--- config.mk ---
export PLATFORM = sky130hd
export DESIGN_NAME = ccb_clip
export DESIGN_NICKNAME = d
export VERILOG_FILES = /design/src/sv/ccb_pkg.sv /design/src/sv/ccb_clip.sv
export SDC_FILE = /design/constraint.sdc
export NUM_CORES = 1
export LEC_CHECK = 0
export BUFFER_PORTS_ARGS = -buffer_cell sky130_fd_sc_hd__buf_4
export CAP_MARGIN = 0
export CORE_MARGIN = 2
export CORE_UTILIZATION = 34
export DETAILED_ROUTE_END_ITERATION = 10
export SLEW_MARGIN = 20
export SYNTH_ARGS = -nofsm -noshare
export SYNTH_HDL_FRONTEND = slang
export SYNTH_SLANG_ARGS = --single-unit
export TNS_END_PERCENT = 1
--- constraint.sdc ---
create_clock -name vclk -period 10.69
set_input_delay 2.138 -clock vclk [all_inputs]
set_output_delay 2.138 -clock vclk [all_outputs]
set_load 0.1 [all_outputs]
--- src/sv/ccb_pkg.sv ---
`timescale 1ns / 1ps
// Package for the clipped color-keyed cursor blit.
// Holds item types, coordinate type and register indexes; depends on nothing.
package ccb_pkg;

  localparam int CFG_INDEX_BITS = 3;
  localparam int CFG_DATA_BITS  = 32;
  localparam int OUT_ADDR_BITS  = 32;

  typedef enum logic [CFG_INDEX_BITS-1:0] {
    REG_LEFT_EDGE     = 3'd0,
    REG_TOP_EDGE      = 3'd1,
    REG_CURSOR_WIDTH  = 3'd2,
    REG_CURSOR_HEIGHT = 3'd3,
    REG_VIEW_WIDTH    = 3'd4,
    REG_VIEW_HEIGHT   = 3'd5,
    REG_LINE_STRIDE   = 3'd6,
    REG_BASE_ADDRESS  = 3'd7
  } cfg_reg_t;

  // signed screen coordinate, wide enough for edge plus cursor size
  typedef logic signed [14:0] coord_t;

  typedef struct packed {
    logic [7:0] pixel;
  } in_item_t;

  typedef struct packed {
    logic                     write_enable;
    logic [OUT_ADDR_BITS-1:0] write_address;
    logic [7:0]               write_data;
    logic                     image_done;
  } out_item_t;

  typedef struct packed {
    logic   active;
    coord_t x0;
    coord_t x1;
    coord_t y0;
    coord_t y1;
  } clip_t;

endpackage

--- src/sv/ccb_clip.sv ---
`timescale 1ns / 1ps
// Clip rectangle of the cursor against the view, from the configuration.
// Depends on ccb_pkg.
module ccb_clip (
  input  ccb_pkg::coord_t xs,
  input  ccb_pkg::coord_t ys,
  input  ccb_pkg::coord_t cw,
  input  ccb_pkg::coord_t ch,
  input  ccb_pkg::coord_t vw,
  input  ccb_pkg::coord_t vh,
  output ccb_pkg::clip_t  clip
);
  ccb_pkg::coord_t xe;
  ccb_pkg::coord_t ye;
  ccb_pkg::coord_t vx1;
  ccb_pkg::coord_t vy1;
  logic            draw;

  always_comb begin
    xe   = xs + cw - ccb_pkg::coord_t'(1);
    ye   = ys + ch - ccb_pkg::coord_t'(1);
    vx1  = vw - ccb_pkg::coord_t'(1);
    vy1  = vh - ccb_pkg::coord_t'(1);
    draw = !((xs >= vw) || (ys >= vh) || (xe <= 0) || (ye <= 0));
    clip.x0 = (xs < 0) ? ccb_pkg::coord_t'(0) : xs;
    clip.y0 = (ys < 0) ? ccb_pkg::coord_t'(0) : ys;
    clip.x1 = (xe < vx1) ? xe : vx1;
    clip.y1 = (ye < vy1) ? ye : vy1;
    // skip the image when the clipped span is a single pixel or less
    clip.active = draw && (clip.x1 > clip.x0) && (clip.y1 > clip.y0);
  end
endmodule

==> results.toml, run 1 <==
[finish]
multiInputGateArea_mm2 = 0.00494
seq_cell_count = 0
mostFrequentLayoutCells = "185 x inv_1, 155 x buf_4, 130 x ha_1"
area_delta_synth_final_pct = 37.3
nets = 1156
clkbuf_count = 0
regArea_um2 = 0
num-fill-cells = 1547
drive_gt1_share_pct = 24.6
final_common_cell = "inv_1"
antenna_cells = 0

[placement]
port_buffers = 149
routabilityCongestion = 0.890
hpwl_um = 15000

[clock_tree]
cts_hold_buf = 0

[grt]
gr-total-overflow = 0
grt_pass1_wl_um = 26600
grt_max_degree = 22
antenna_found_initial = 0
grt_pass1_vias = 5234
grt_util_all_layers_pct = 19.8

[floorplanning]
fp.dieArea_mm2 = 0.0163
initial_core_util_pct = 34.4
num_rows = 45
fp.dieW_um = 128
die_h_um = 128
core_mm2 = 0.0151
num_io_pins = 151

[sta]
period_share_pct = 96.3
final_hold_viol_count = 0
whs_ns = 4.74
final-setup-viol-count = 0
finalSetupTns_ns = 0
finalWorstPathRequiredPeriod_ns = 10.30
rsz0062_at_grt = "false"
relSlewSlack_pct = 48.1
max_freq_mhz = 97.1
final_max_slew_viol_count = 0
worst_pin_slew_ns = 0.773

[status]
outcome = "finished clean"

[logic_synthesis]
syn_area_mm2 = 0.00519
synthCells = 772
yosysWarnings = 0
yosysUniqueCellTypes = 56
syn_avg_cell_area_um2 = 6.73
seq_area_frac_synth_pct = 0

[worst_setup_path]
worst_setup_path_end_kind = "primary output"
crit_top_cell = "ha_1"
crit_start = "xs[0]"
cp_slowest_stage_delay_ns = 0.37
critPathLaunchType = "input pin"
critPathArrivalTime_ns = 8.16
cp_max_fo = 5
worstPathRequired_ns = 8.55
path_class = "in -> out"
crit_path_end = "clip[60]"
cp_slowest_cell = "fa_2"

[detailed_routing]
postRouteAntennaNets = 0
first_iter_violations = 240
vias = 5598
drc_errors = 0
avgRoutedWirePerCell_um = 15.0
routed_wl_um = 16700
detail_route.vias_per_cell = 5.04
dr.pass1.iters = 4

[pwr]
total_leakage_power_nw = 3.77
vdd_drop_max_mv = 0.139
p_per_area_mw_per_mm2 = 189

[run]
cap_viol_max_count = 0

[min_path]
hold_path.class = "in -> out"
-- worst min path at each step --
stage | from | slack (ns) | end | depth (start not counted)
4_1_cts | ys[8] | 4.75 | clip[23] | 4
2_1_floorplan | vh[0] | 4.49 | clip[0] | 1
3_5_place_dp | ys[8] | 4.74 | clip[23] | 4
3_3_place_gp | ys[8] | 4.75 | clip[23] | 4
5_1_grt | vh[0] | 4.77 | clip[0] | 3
6_report | ys[8] | 4.74 | clip[23] | 4
-- timing repair --
item | 4_1_cts | 5_1_grt
setup endpoints to repair | 0 | 1
gates resized for setup | 0 | 10
setup buffers | 0 | 2
-- cell type report --
type	instances	share of cell area [%]
repair buffers	159	17.3
multi-input cells	575	69.3
inverters	189	10.1
well taps	188	3.30
-- cell usage after synthesis, types with 2 or more instances --
library cell,instances,area share (%)
xnor2_1,42,7.1
nor2b_1,12,1.4
nand4_1,18,2.2
nor4b_1,2,0.34
o21bai_1,3,0.43
a211oi_1,9,1.3
or3_1,3,0.36
nor4_1,11,1.3
o22ai_1,4,0.48
xor2_1,9,1.5
a31oi_1,5,0.60
and3_1,4,0.48
o2111ai_1,2,0.34
inv_1,189,14
a211o_1,2,0.34
fa_1,2,0.77
nand2_1,38,2.7
a21o_1,9,1.3
o211a_1,2,0.39
buf_4,2,0.29
a21oi_1,42,4.0
clkbuf_1,6,0.43
nand2b_1,36,4.3
nand3_1,21,2.0
nor2_1,41,3.0
a2111oi_0,2,0.34
o31a_1,3,0.51
nor3_1,25,2.4
o21a_1,5,0.72
o21ai_0,46,4.4
ha_1,139,33
and2_1,2,0.24
or4_1,3,0.43
mux2i_1,11,2.1
-- where the power goes --
part	internal (mW)	switching [mW]	leakage (nW)	total (mW)
combinational	0.420	0.925	3.77	1.34
clock	0	0	0	0
sequential	0	0	0	0
-- stage by stage --
| step | cells | worst slack [ns] | util [%] | area (um^2) | total power [mW] |
|---|---|---|---|---|---|
| finish | 1111 | 0.394 | 47.2 | 7130 | 1.34 |
| global route | 1111 | 0.0610 | 47.2 | 7130 | 1.44 |
| CTS | 1108 | 0.135 | 46.7 | 7050 | 1.32 |
| detailed placement | 1108 | 0.171 | 46.7 | 7050 | 1.31 |
| global placement | 1108 | 0.228 | 46.7 | 7050 | 1.32 |
| floorplan | 773 | -0.00585 | - | 5720 | 1.04 |
-- critical path: cells and delay by family --
| family | cells | cell delay [ns] |
|---|---|---|
| and+or+nand+nor | 7 | 1.21 |
| AOI/OAI and AO/OA | 13 | 2.52 |
| buffers and inverters | 5 | 0.73 |
| adders and majority gates | 5 | 1.32 |
| xor gates and xnor gates | 1 | 0.21 |
-- routing by layer --
layer  global-route usage (%)  up-vias  routed length (um)
met1                     29.1     2527                8330
met4                     1.29        0                 119
met5                        0        -                   0
met2                     33.5      139                7490
met3                     1.05        6                 771
li1                         -     2926                   -
-- cell families (layout without fill, tap and decap cells) --
kind of cell	Yosys count	count (layout)	share of synthesized area, %
fa+ha+maj	141	141	34.3
other cells	1	2	0.0722
mux	11	11	2.12
xor+xnor	51	51	8.60
compound gates	143	143	16.8
simple gates	227	227	23.6
buf+inv	198	348	14.5
Note: power is estimated with default switching activity, not from simulation.
==> inputs of run 2 (changes only) <==
--- a/config.mk
+++ b/config.mk
@@ -7,9 +7,13 @@
 export LEC_CHECK = 0
 export BUFFER_PORTS_ARGS = -buffer_cell sky130_fd_sc_hd__buf_4
 export CAP_MARGIN = 0
+export CELL_PAD_IN_SITES_DETAIL_PLACEMENT = 0
+export CELL_PAD_IN_SITES_GLOBAL_PLACEMENT = 1
 export CORE_MARGIN = 2
 export CORE_UTILIZATION = 34
 export DETAILED_ROUTE_END_ITERATION = 10
+export PLACE_DENSITY_LB_ADDON = 0.1
+export RECOVER_POWER = 50
 export SLEW_MARGIN = 20
 export SYNTH_ARGS = -nofsm -noshare
 export SYNTH_HDL_FRONTEND = slang
==> run 2 against run 1 <==
Effect of this change: largest cell class unchanged; combinational power about the same; total power increased by 2.0%; non-clock buffer count increased by 8; routed wire length increased by 4.0%; worst setup slack improved by 0.025 ns; final cell count increased by 0.72%; core utilization increased by 0.066 points; sequential share of layout area unchanged; design area increased by 0.14%; hold slack improved by 0.0059 ns.
==> results.toml, run 2 (synthesis results as in run 1) <==
[pwr]
clkPwrFrac_pct = 0
power.switching_mw = 0.934
total_leakage_power_nw = 3.72
swShare_pct = 68.1
internal_power_mw = 0.438
vdd_drop_max_mv = 0.280
pwr-share-comb_pct = 100.0
p_seq_share_pct = 0
p_per_area_mw_per_mm2 = 192
power_mw = 1.37

[placement]
placed_cells = 1111
hpwl_um = 15700
routabilityCongestion = 0.896
port_buffers = 149
placed_area_mm2 = 0.00707

[floorplanning]
fp.dieArea_mm2 = 0.0163
num_rows = 45
die_h_um = 128
num_io_pins = 151
core_mm2 = 0.0151
fp.dieW_um = 128
initial_core_util_pct = 34.4

[finish]
fin_area_mm2 = 0.00714
mostFrequentLayoutCells = "184 x inv_1, 132 x buf_4, 129 x ha_1"
final-instance-count-excl-fill = 1119
clkbuf_count = 0
drive_gt1_share_pct = 22.9
area_delta_synth_final_pct = 37.5
nets = 1164
regArea_um2 = 0
seq_cell_count = 0
final_common_cell = "inv_1"
antenna_cells = 0

[sta]
final-setup-viol-count = 0
max_freq_mhz = 97.4
finalWorstPathRequiredPeriod_ns = 10.27
final_hold_viol_count = 0
period_share_pct = 96.1
final_max_slew_viol_count = 0
relSlewSlack_pct = 21.7
worst_pin_slew_ns = 1.18
whs_ns = 4.75

[worst_setup_path]
path_delay_family = "compound AO/OA/AOI/OAI gates"
cp_max_fo = 7
worst_setup_path_end_kind = "primary output"
crit_top_cell = "a21o_1"
cp_slowest_cell = "a221o_1"
worstPathRequired_ns = 8.55
critPathLaunchType = "input pin"
critPathArrivalTime_ns = 8.13
cp_slowest_stage_delay_ns = 0.42
path_class = "in -> out"
critPathBufInv = 7

[grt]
grt_use_met2_pct = 41.0
grt_util_all_layers_pct = 20.9
antenna_found_initial = 0
busiest_layer = "met2"
grt_pass1_wl_um = 27900
use_met3_pct = 0.628
grt_pass1_vias = 5853
grtUsageMet1_pct = 25.0
gr-total-overflow = 0
grt_max_degree = 17

[detailed_routing]
postRouteAntennaNets = 0
avgRoutedWirePerCell_um = 15.5
first_iter_violations = 209
dr.pass1.iters = 5
routed_wl_um = 17400
detail_route.vias_per_cell = 5.11
drc_errors = 0
vias = 5720

[min_path]
min_to = "clip[0]"
hold_path.class = "in -> out"
worstHoldStart = "vh[0]"
holdPathStages = 3

[run]
cap_viol_max_count = 0

[status]
outcome = "finished clean"

[clock_tree]
cts_hold_buf = 0
[run 2: through the flow]
| step | TNS [ns] | util [%] | setup WS, ns |
|---|---|---|---|
| final | 0 | 47.3 | 0.420 |
| after floorplan | -0.00585 | - | -0.00585 |
| after global placement | 0 | 46.9 | 0.205 |
| after global routing | -0.00316 | 47.3 | -0.00316 |
| after CTS | 0 | 46.9 | 0.0766 |
| after detailed placement | 0 | 46.9 | 0.122 |
[run 2: per-layer routing]
layer  part of all wire, %  up-vias
li1                      -     2935
met1                    42     2625
met2                    53      142
met3                   3.1       18
met4                   2.0        0
met5                     0        -
[run 2: power by group through the flow]
| stage | logic [mW] | registers [mW] | clock network (mW) |
|---|---|---|---|
| global route | 1.47 | 0 | 0 |
| finish | 1.37 | 0 | 0 |
| detailed placement | 1.32 | 0 | 0 |
| floorplan | 1.04 | 0 | 0 |
| CTS | 1.33 | 0 | 0 |
| global placement | 1.31 | 0 | 0 |
[run 2: area by class of cell]
class                           count  area, um^2
Fill cell                        1563        7950
Inverter                          189         722
Multi-Input combinational cell    575        4980
Tap cell                          188         235
Timing Repair Buffer              167        1200
[run 2: timing repair]
action | CTS | global route
resized for setup | 0 | 21
setup endpoints to repair | 0 | 1
buffers inserted | 0 | 7
[run 2: worst min-delay path, cell delays in order]
cell	delay [ns]
buf_4	0.15
mux2i_4	0.09
buf_4	0.23
[run 2: how the worst max path moves through the flow]
| stage | startpoint | to | slack (ns) | depth (start not counted) |
|---|---|---|---|---|
| finish | ys[2] | clip[60] | 0.42 | 33 |
| global route | ys[1] | clip[60] | -0.003 | 36 |
| CTS | ys[2] | clip[60] | 0.08 | 33 |
| detailed placement | ys[2] | clip[60] | 0.12 | 33 |
| floorplan | xs[1] | clip[60] | -0.006 | 26 |
| global placement | ys[2] | clip[60] | 0.21 | 33 |
